File: config.mk
export PLATFORM = sky130hd
export DESIGN_NAME = hsl_to_rgb_converter_unit
export DESIGN_NICKNAME = d
export VERILOG_FILES = /design/src/rtl/core/hslrgb_pkg.sv /design/src/rtl/core/hsl_to_rgb_converter_unit.sv
export SDC_FILE = /design/constraint.sdc
export NUM_CORES = 2
export LEC_CHECK = 0
export ABC_AREA = 0
export CORE_ASPECT_RATIO = 2
export CORE_MARGIN = 8
export CORE_UTILIZATION = 55
export CTS_CLUSTER_SIZE = 30
export DETAILED_ROUTE_END_ITERATION = 8
export DONT_BUFFER_PORTS = 1
export GPL_TIMING_DRIVEN = 0
export PLACE_DENSITY = 0.7
export SLEW_MARGIN = 20
export SYNTH_ARGS = -nofsm -noshare
export SYNTH_HDL_FRONTEND = slang
export SYNTH_SLANG_ARGS = --single-unit
File: constraint.sdc
create_clock -name clk -period 10.2 [get_ports clk]
set_input_delay 0.51 -clock clk [delete_from_list [all_inputs] [get_ports clk]]
set_output_delay 0.51 -clock clk [all_outputs]
set_load 0.1 [all_outputs]
File: src/rtl/core/hslrgb_pkg.sv
`timescale 1ns / 1ps
// ----------------------------------------------------------------------------
// HSL to RGB converter package
// Fixed-point formats, pixel and color payload types, and the small helpers
// used by the converter pipeline.
// ----------------------------------------------------------------------------
package hslrgb_pkg;

  localparam int FRACTION_BITS = 16;
  localparam int FIELD_W       = FRACTION_BITS + 1;
  localparam int HUE6_W        = FIELD_W + 3;
  localparam int LEVEL_W       = 2 * FRACTION_BITS + 1;
  localparam int SCALED_W      = LEVEL_W + 8;
  localparam int CHANNEL_W     = 8;

  localparam logic [FIELD_W-1:0] ONE   = {1'b1, {FRACTION_BITS{1'b0}}};
  localparam logic [FIELD_W-1:0] HALF  = ONE >> 1;
  localparam logic [FIELD_W-1:0] THIRD = FIELD_W'((1 << FRACTION_BITS) / 3);

  localparam logic [HUE6_W-1:0] ONE_X4  = HUE6_W'(ONE) << 2;
  localparam logic [HUE6_W-1:0] ONE_X1  = HUE6_W'(ONE);
  localparam logic [LEVEL_W-1:0] LEVEL_MAX = LEVEL_W'(1) << (2 * FRACTION_BITS);

  typedef struct packed {
    logic [FIELD_W-1:0] hue;
    logic [FIELD_W-1:0] saturation;
    logic [FIELD_W-1:0] lightness;
  } hslrgb_pixel_t;

  typedef struct packed {
    logic [CHANNEL_W-1:0] red;
    logic [CHANNEL_W-1:0] green;
    logic [CHANNEL_W-1:0] blue;
  } hslrgb_color_t;

  // Saturate a field to 1.0.
  function automatic logic [FIELD_W-1:0] clamp_unit(input logic [FIELD_W-1:0] x);
    return (x > ONE) ? ONE : x;
  endfunction

  // Hue plus a third, wrapped once into 0..1.
  function automatic logic [FIELD_W-1:0] hue_plus_third(input logic [FIELD_W-1:0] h);
    logic [FIELD_W:0] s;
    s = {1'b0, h} + {1'b0, THIRD};
    if (s > {1'b0, ONE}) begin
      s = s - {1'b0, ONE};
    end
    return s[FIELD_W-1:0];
  endfunction

  // Hue minus a third, wrapped once into 0..1.
  function automatic logic [FIELD_W-1:0] hue_minus_third(input logic [FIELD_W-1:0] h);
    logic [FIELD_W-1:0] r;
    if (h < THIRD) begin
      r = h + (ONE - THIRD);
    end else begin
      r = h - THIRD;
    end
    return r;
  endfunction

  // Weight of (v2 - v1) on the hue ramp, with FRACTION_BITS fractional bits.
  function automatic logic [FIELD_W-1:0] ramp_weight(input logic [FIELD_W-1:0] h);
    logic [HUE6_W-1:0] h6;
    logic [HUE6_W-1:0] fall;
    logic [FIELD_W-1:0] w;
    h6   = (HUE6_W'(h) << 2) + (HUE6_W'(h) << 1);
    fall = ONE_X4 - h6;
    priority if (h6 < ONE_X1) begin
      w = h6[FIELD_W-1:0];
    end else if (h < HALF) begin
      w = ONE;
    end else if (h6 < ONE_X4) begin
      w = fall[FIELD_W-1:0];
    end else begin
      w = '0;
    end
    return w;
  endfunction

  // Level times 255, drop the fraction, saturate to a byte.
  function automatic logic [CHANNEL_W-1:0] scale_channel(input logic [LEVEL_W-1:0] level);
    logic [SCALED_W-1:0] scaled;
    logic [SCALED_W-LEVEL_W:0] whole;
    scaled = (SCALED_W'(level) << 8) - SCALED_W'(level);
    whole  = scaled[SCALED_W-1:2*FRACTION_BITS];
    return (whole > (SCALED_W-LEVEL_W+1)'(255)) ? 8'hFF : whole[CHANNEL_W-1:0];
  endfunction

endpackage

File: src/rtl/core/hsl_to_rgb_converter_unit.sv
`timescale 1ns / 1ps
// ----------------------------------------------------------------------------
// HSL to RGB converter unit
// Five-stage pipeline turning fixed-point hue, saturation and lightness into
// 8-bit red, green and blue.
// ----------------------------------------------------------------------------
// Takes one pixel request per clock when the output side keeps up and returns
// its color through stages 1 to 4 and the output register; each stage holds its own
// valid bit and advances whenever the stage after it is empty or moving, so
// bubbles close up and a stalled output backs the requests up one stage at a
// time. The stage cut is set by the multipliers: lightness times saturation in
// stage 1 and the three ramp products in stage 3, each 17 by 17 bits and fully
// pipelined.
// Zero saturation needs no path of its own: both levels then equal the
// lightness and every channel comes out as lightness times 255.
module hsl_to_rgb_converter_unit (
  input  logic                  clk,
  input  logic                  rst,
  input  logic                  pixel_valid,
  output logic                  pixel_ready,
  input  hslrgb_pkg::hslrgb_pixel_t pixel,
  output logic                  color_valid,
  input  logic                  color_ready,
  output hslrgb_pkg::hslrgb_color_t color
);
  import hslrgb_pkg::*;

  // Stage 1: clamped inputs, product, wrapped hues
  logic                 s1_valid;
  logic [FIELD_W-1:0]   s1_light;
  logic [FIELD_W-1:0]   s1_sat;
  logic [FIELD_W-1:0]   s1_prod;
  logic [FIELD_W-1:0]   s1_hue_r;
  logic [FIELD_W-1:0]   s1_hue_g;
  logic [FIELD_W-1:0]   s1_hue_b;
  // Stage 2: low level, level spread, ramp weights
  logic                 s2_valid;
  logic [FIELD_W-1:0]   s2_low;
  logic [FIELD_W-1:0]   s2_diff;
  logic [FIELD_W-1:0]   s2_w_r;
  logic [FIELD_W-1:0]   s2_w_g;
  logic [FIELD_W-1:0]   s2_w_b;
  // Stage 3: ramp products
  logic                 s3_valid;
  logic [FIELD_W-1:0]   s3_low;
  logic [LEVEL_W-1:0]   s3_prod_r;
  logic [LEVEL_W-1:0]   s3_prod_g;
  logic [LEVEL_W-1:0]   s3_prod_b;
  // Stage 4: levels
  logic                 s4_valid;
  logic [LEVEL_W-1:0]   s4_level_r;
  logic [LEVEL_W-1:0]   s4_level_g;
  logic [LEVEL_W-1:0]   s4_level_b;

  logic s2_ready, s3_ready, s4_ready, s5_ready;

  logic [FIELD_W-1:0]   in_hue, in_sat, in_light;
  logic [2*FIELD_W-1:0] ls_full;
  logic [FIELD_W:0]     high_sum;
  logic [FIELD_W:0]     low_sum;

  assign s5_ready    = !color_valid || color_ready;
  assign s4_ready    = !s4_valid || s5_ready;
  assign s3_ready    = !s3_valid || s4_ready;
  assign s2_ready    = !s2_valid || s3_ready;
  assign pixel_ready = !s1_valid || s2_ready;

  always_comb begin
    in_hue   = clamp_unit(pixel.hue);
    in_sat   = clamp_unit(pixel.saturation);
    in_light = clamp_unit(pixel.lightness);
    ls_full  = in_light * in_sat;
  end

  // High level: L + L*S below half lightness, else L + S - L*S.
  always_comb begin
    if (s1_light < HALF) begin
      high_sum = {1'b0, s1_light} + {1'b0, s1_prod};
    end else begin
      high_sum = {1'b0, s1_light} + {1'b0, s1_sat} - {1'b0, s1_prod};
    end
    low_sum = ({1'b0, s1_light} << 1) - high_sum;
  end

  always_ff @(posedge clk) begin
    if (rst) begin
      s1_valid    <= 1'b0;
      s2_valid    <= 1'b0;
      s3_valid    <= 1'b0;
      s4_valid    <= 1'b0;
      color_valid <= 1'b0;
    end else begin
      if (pixel_ready) begin
        s1_valid <= pixel_valid;
      end
      if (s2_ready) begin
        s2_valid <= s1_valid;
      end
      if (s3_ready) begin
        s3_valid <= s2_valid;
      end
      if (s4_ready) begin
        s4_valid <= s3_valid;
      end
      if (s5_ready) begin
        color_valid <= s4_valid;
      end
    end
  end

  always_ff @(posedge clk) begin
    if (pixel_ready && pixel_valid) begin
      s1_light <= in_light;
      s1_sat   <= in_sat;
      s1_prod  <= ls_full[2*FRACTION_BITS:FRACTION_BITS];
      s1_hue_r <= hue_plus_third(in_hue);
      s1_hue_g <= in_hue;
      s1_hue_b <= hue_minus_third(in_hue);
    end
    if (s2_ready && s1_valid) begin
      s2_low  <= low_sum[FIELD_W-1:0];
      s2_diff <= high_sum[FIELD_W-1:0] - low_sum[FIELD_W-1:0];
      s2_w_r  <= ramp_weight(s1_hue_r);
      s2_w_g  <= ramp_weight(s1_hue_g);
      s2_w_b  <= ramp_weight(s1_hue_b);
    end
    if (s3_ready && s2_valid) begin
      s3_low    <= s2_low;
      s3_prod_r <= LEVEL_W'(s2_diff * s2_w_r);
      s3_prod_g <= LEVEL_W'(s2_diff * s2_w_g);
      s3_prod_b <= LEVEL_W'(s2_diff * s2_w_b);
    end
    if (s4_ready && s3_valid) begin
      s4_level_r <= (LEVEL_W'(s3_low) << FRACTION_BITS) + s3_prod_r;
      s4_level_g <= (LEVEL_W'(s3_low) << FRACTION_BITS) + s3_prod_g;
      s4_level_b <= (LEVEL_W'(s3_low) << FRACTION_BITS) + s3_prod_b;
    end
    if (s5_ready && s4_valid) begin
      color.red   <= scale_channel(s4_level_r);
      color.green <= scale_channel(s4_level_g);
      color.blue  <= scale_channel(s4_level_b);
    end
  end

  // The input side may only block when every stage is full and the output is held.
  assert property (@(posedge clk) disable iff (rst)
    !pixel_ready |-> (s1_valid && s2_valid && s3_valid && s4_valid && color_valid
                      && !color_ready))
    else $error("input blocked with room in the pipeline");

  // The low level never goes negative and never exceeds the high level.
  assert property (@(posedge clk) disable iff (rst)
    s1_valid |-> (!low_sum[FIELD_W] && !high_sum[FIELD_W] && (high_sum >= low_sum)))
    else $error("level ordering broken");

  // A level never exceeds 1.0 squared, so scaling cannot overflow a byte.
  assert property (@(posedge clk) disable iff (rst)
    s4_valid |-> (s4_level_r <= LEVEL_MAX && s4_level_g <= LEVEL_MAX
                  && s4_level_b <= LEVEL_MAX))
    else $error("channel level above full scale");

endmodule

==> flow_summary.json <==
{
  "run_status": "complete, no violations",
  "crit_chain": "clkbuf_1 -> clkbuf_1 -> nand2_1 -> fa_1 -> inv_1 -> fa_1 -> inv_1 -> fa_1 -> fa_1 -> fa_1 -> inv_1 -> fa_1 -> ha_1 -> a211oi_1 -> o21ai_0 -> a31o_2 -> and2_0 -> a311oi_1 -> o21ai_0 -> a21o_1 -> a21oi_1 -> xnor2_1",
  "layout-drive-gt1-share": 0.0224,
  "n_fill_cell": 9565,
  "routedWlPerCell_um": 21.0,
  "initial_core_util": 0.552,
  "core_area_um2": 111000,
  "syn-cell-area_um2": 61000,
  "route.antenna.remaining_nets": 0,
  "setup.worst_path.start_class": "register",
  "drt_pre_antenna_iters": 7,
  "cpMaxStageDelayCell": "sky130_fd_sc_hd__clkbuf_1",
  "clkTransAtPathRegs_ns": 0.07,
  "cts_tree": "done",
  "numCtsBuffers": 41,
  "ys_seq_area_frac": 0.203,
  "routabilityCongestion": 0.986,
  "max_cap_violations": 0,
  "boundaryPins": 81,
  "rsz_0062_raised_after_global_routing": "false",
  "worstSetupEndpointType": "register",
  "num_vias": 46500,
  "ys_async_sr_fraction": 0,
  "worst-path-max-fanout": 10,
  "cpPeakStageDelay_ns": 0.99,
  "global_route_usage_over_all_layers": 0.284,
  "period_share": 0.883,
  "final_core_utilization": 0.588,
  "final_hold_fails": 0,
  "clkSinkCount": 414,
  "die_w_um": 252,
  "worstReg2RegEnd": "s3_prod_g[31]",
  "relative_slew_margins": 0.159,
  "timing_worst_setup_path_type": "register to register",
  "slew_of_the_pin_with_the_lowest_slew_margin_ns": 1.26,
  "design.die.area_um2": 122000,
  "hold_class": "primary input to register",
  "maximum_number_of_pins_on_one_net_before_global_route_repair": 28,
  "synth_cell_type_count": 88,
  "hp-start": "pixel[34]",
  "area_growth_syn_to_layout_pct": 6.65,
  "placement_rows": 173,
  "wire_length_of_the_first_global_routing_pass_um": 271000,
  "syn_avg_cell_area_um2": 9.34,
  "worstSetupPathDepth": 22,
  "critPathCapture": "s3_prod_g[31]",
  "reg2reg_slack_ns": 1.20,
  "placement.io_buffers": 0,
  "chipHeight_um": 487,
  "layout.nets": 8206,
  "crit_path_start": "s2_diff[16]",
  "synth.ff_latch_count": 414,
  "max_clock_freq_ghz": 0.111,
  "cp_common_cell": "sky130_fd_sc_hd__fa_1",
  "dp_hpwl_um": 139000,
  "clkLatencyLatePin_ns": 0.64,
  "crit_required_ns": 10.54,
  "synthFlopType": "sky130_fd_sc_hd__edfxtp_1",
  "critical_path.top_delay_family": "adder cells",
  "fin_hold_ws_ns": 0.106,
  "post-cts-setup-buffers": 0,
  "ys_warn_count": 0,
  "period_needed_ns": 9.00,
  "first_iter_violations": 3182,
  "routed_wirelength_um": 171000,
  "first_global_vias": 48800,
  "layoutNonFillerInstCount": 8148,
  "worstPathArrival_ns": 9.34,
  "antenna_violations_before_repair": 8,
  "synth_cells": 6530,
  "clock_tree.htree_level_count": 2,
  "final_max_slew_viol_count": 0,
  "global_route.overflow_total": 0,
  "clock_tree.root_cell": "sky130_fd_sc_hd__clkbuf_16",
  "vias_per_cell": 5.71,
  "setup-violations-final": 0,
  "drt_drc_violations_left": 0,
  "max-clock-path-buffers": 3,
  "crit-reg2reg-launch": "s2_diff[16]",
  "worst_clock_skew_ns": 0.0532,
  "rr_worst_depth": 22,
  "post-place-cells": 8063,
  "worst_path_bufs_invs": 5,
  "synth-edff-count": 409
}
cell families after synthesis:
family	synth area share
simple gates	0.154
mux	0.00137
buf+inv	0.0927
fa+ha+maj	0.418
other cells	0.000123
flops	0.203
compound gates	0.0897
xor+xnor	0.0412
worst reg2reg max path: cells and delay by family (launching register included):
family	cells	cell delay [ns]
compound gates	7	2.18
xor+xnor	1	0.33
fa+ha+maj	7	3.39
buf+inv	5	1.74
flops	1	0.74
simple gates	2	0.36
routing by layer:
layer,GRT usage,wire (µm)
met4,0.162,11700
met2,0.469,80500
met1,0.352,66600
met3,0.0471,12500
met5,0,13
per-stage QoR:
| stage | area, µm² | setup slack, ns | TNS [ns] |
|---|---|---|---|
| 3_5_place_dp | 63500 | 1.30 | 0 |
| 5_1_grt | 65100 | 1.04 | 0 |
| 2_1_floorplan | 61100 | 1.81 | 0 |
| 3_3_place_gp | 63000 | -1.12 | -189.91 |
| 6_report | 65100 | 1.20 | 0 |
| 4_1_cts | 65000 | 1.32 | 0 |
area by class of cell:
class | count | area [µm²] | share of cell area
Sequential cell | 414 | 12400 | 0.190
Multi-Input combinational cell | 4643 | 43100 | 0.663
Tap cell | 1487 | 1860 | 0.0286
Antenna cell | 7 | 17.5 | 0.000269
Clock inverter | 31 | 459 | 0.00706
Clock buffer | 45 | 1060 | 0.0163
Timing Repair Buffer | 21 | 502 | 0.00771
Buffer | 200 | 777 | 0.0119
Inverter | 1300 | 4880 | 0.0750
cell usage after synthesis (12+ instances only):
cell type                      n  area share
sky130_fd_sc_hd__o31ai_1      23      0.0028
sky130_fd_sc_hd__and3_1       46      0.0047
sky130_fd_sc_hd__nand2_1     834       0.051
sky130_fd_sc_hd__a21o_1      110       0.014
sky130_fd_sc_hd__inv_1      1293       0.080
sky130_fd_sc_hd__nor2_1      312       0.019
sky130_fd_sc_hd__edfxtp_1    409        0.20
sky130_fd_sc_hd__nor2b_1      41      0.0042
sky130_fd_sc_hd__or2_2        12      0.0012
sky130_fd_sc_hd__nor3_1       81      0.0066
sky130_fd_sc_hd__a21oi_1     225       0.018
sky130_fd_sc_hd__nand3_1     103      0.0084
sky130_fd_sc_hd__nand4_1      35      0.0036
sky130_fd_sc_hd__o211ai_1     20      0.0025
sky130_fd_sc_hd__or3_1        33      0.0034
sky130_fd_sc_hd__xor2_1       70       0.010
sky130_fd_sc_hd__a21boi_0     13      0.0016
sky130_fd_sc_hd__a211oi_1     42      0.0052
sky130_fd_sc_hd__nor4_1       33      0.0034
sky130_fd_sc_hd__xnor2_1     217       0.031
sky130_fd_sc_hd__clkbuf_1    188       0.012
sky130_fd_sc_hd__o21bai_1     19      0.0023
sky130_fd_sc_hd__nand2b_1     38      0.0039
sky130_fd_sc_hd__or4_1        13      0.0016
sky130_fd_sc_hd__ha_1        680        0.14
sky130_fd_sc_hd__o21ai_0     133       0.011
sky130_fd_sc_hd__and2_1      326       0.033
sky130_fd_sc_hd__nand3b_1     13      0.0016
sky130_fd_sc_hd__fa_1        850        0.28
sky130_fd_sc_hd__a31oi_1      36      0.0037
sky130_fd_sc_hd__o21a_1       58      0.0071
sky130_fd_sc_hd__a2111oi_0    13      0.0019
worst min path at each step:
stage	to	slack, ns	depth (start not counted)
floorplan	s3_low[0]	0.40	0
global placement	s3_low[9]	0.40	0
detailed placement	s4_level_b[2]	0.40	0
CTS	s1_hue_r[0]	0.08	1
global route	s1_hue_r[0]	0.10	1
finish	s1_hue_r[0]	0.11	1
layout by cell type, fill, tap and decap left out, drive strengths merged, types with 34 or more instances in the layout:
cell type and instances:
nor2 312, fa 850, xor2 70, a31oi 36, edfxtp 409, nand2 834, nand3 103, or3 34
and2 327, o21ai 138, a21o 110, nor3 81, ha 680, o21a 58, a21oi 225, inv 1300
a211oi 42, nor4 39, and3 46, nand4 35, nor2b 41, xnor2 217, nand2b 39, clkbuf 233
registers in the layout, summed over array words and instances (netlist names), 17 cells and up:
name,count
color,24
s1_hue_g,17
s1_hue_r,17
s1_light,17
s1_prod,17
s1_sat,17
s2_low,17
s3_low,17
s3_prod_b,31
s3_prod_g,31
s3_prod_r,31
s4_level_b,31
s4_level_g,31
s4_level_r,31
timing repair:
item                                    in CTS  in global routing
hold endpoints to repair                     5                  0
gates resized for setup                      0                  0
hold buffers                                 1                  0
endpoints found under the setup margin       0                  0
Power is left out: the tool's default activity adds up to more than one toggle a clock period on the data nets, which glitch-free logic cannot reach.
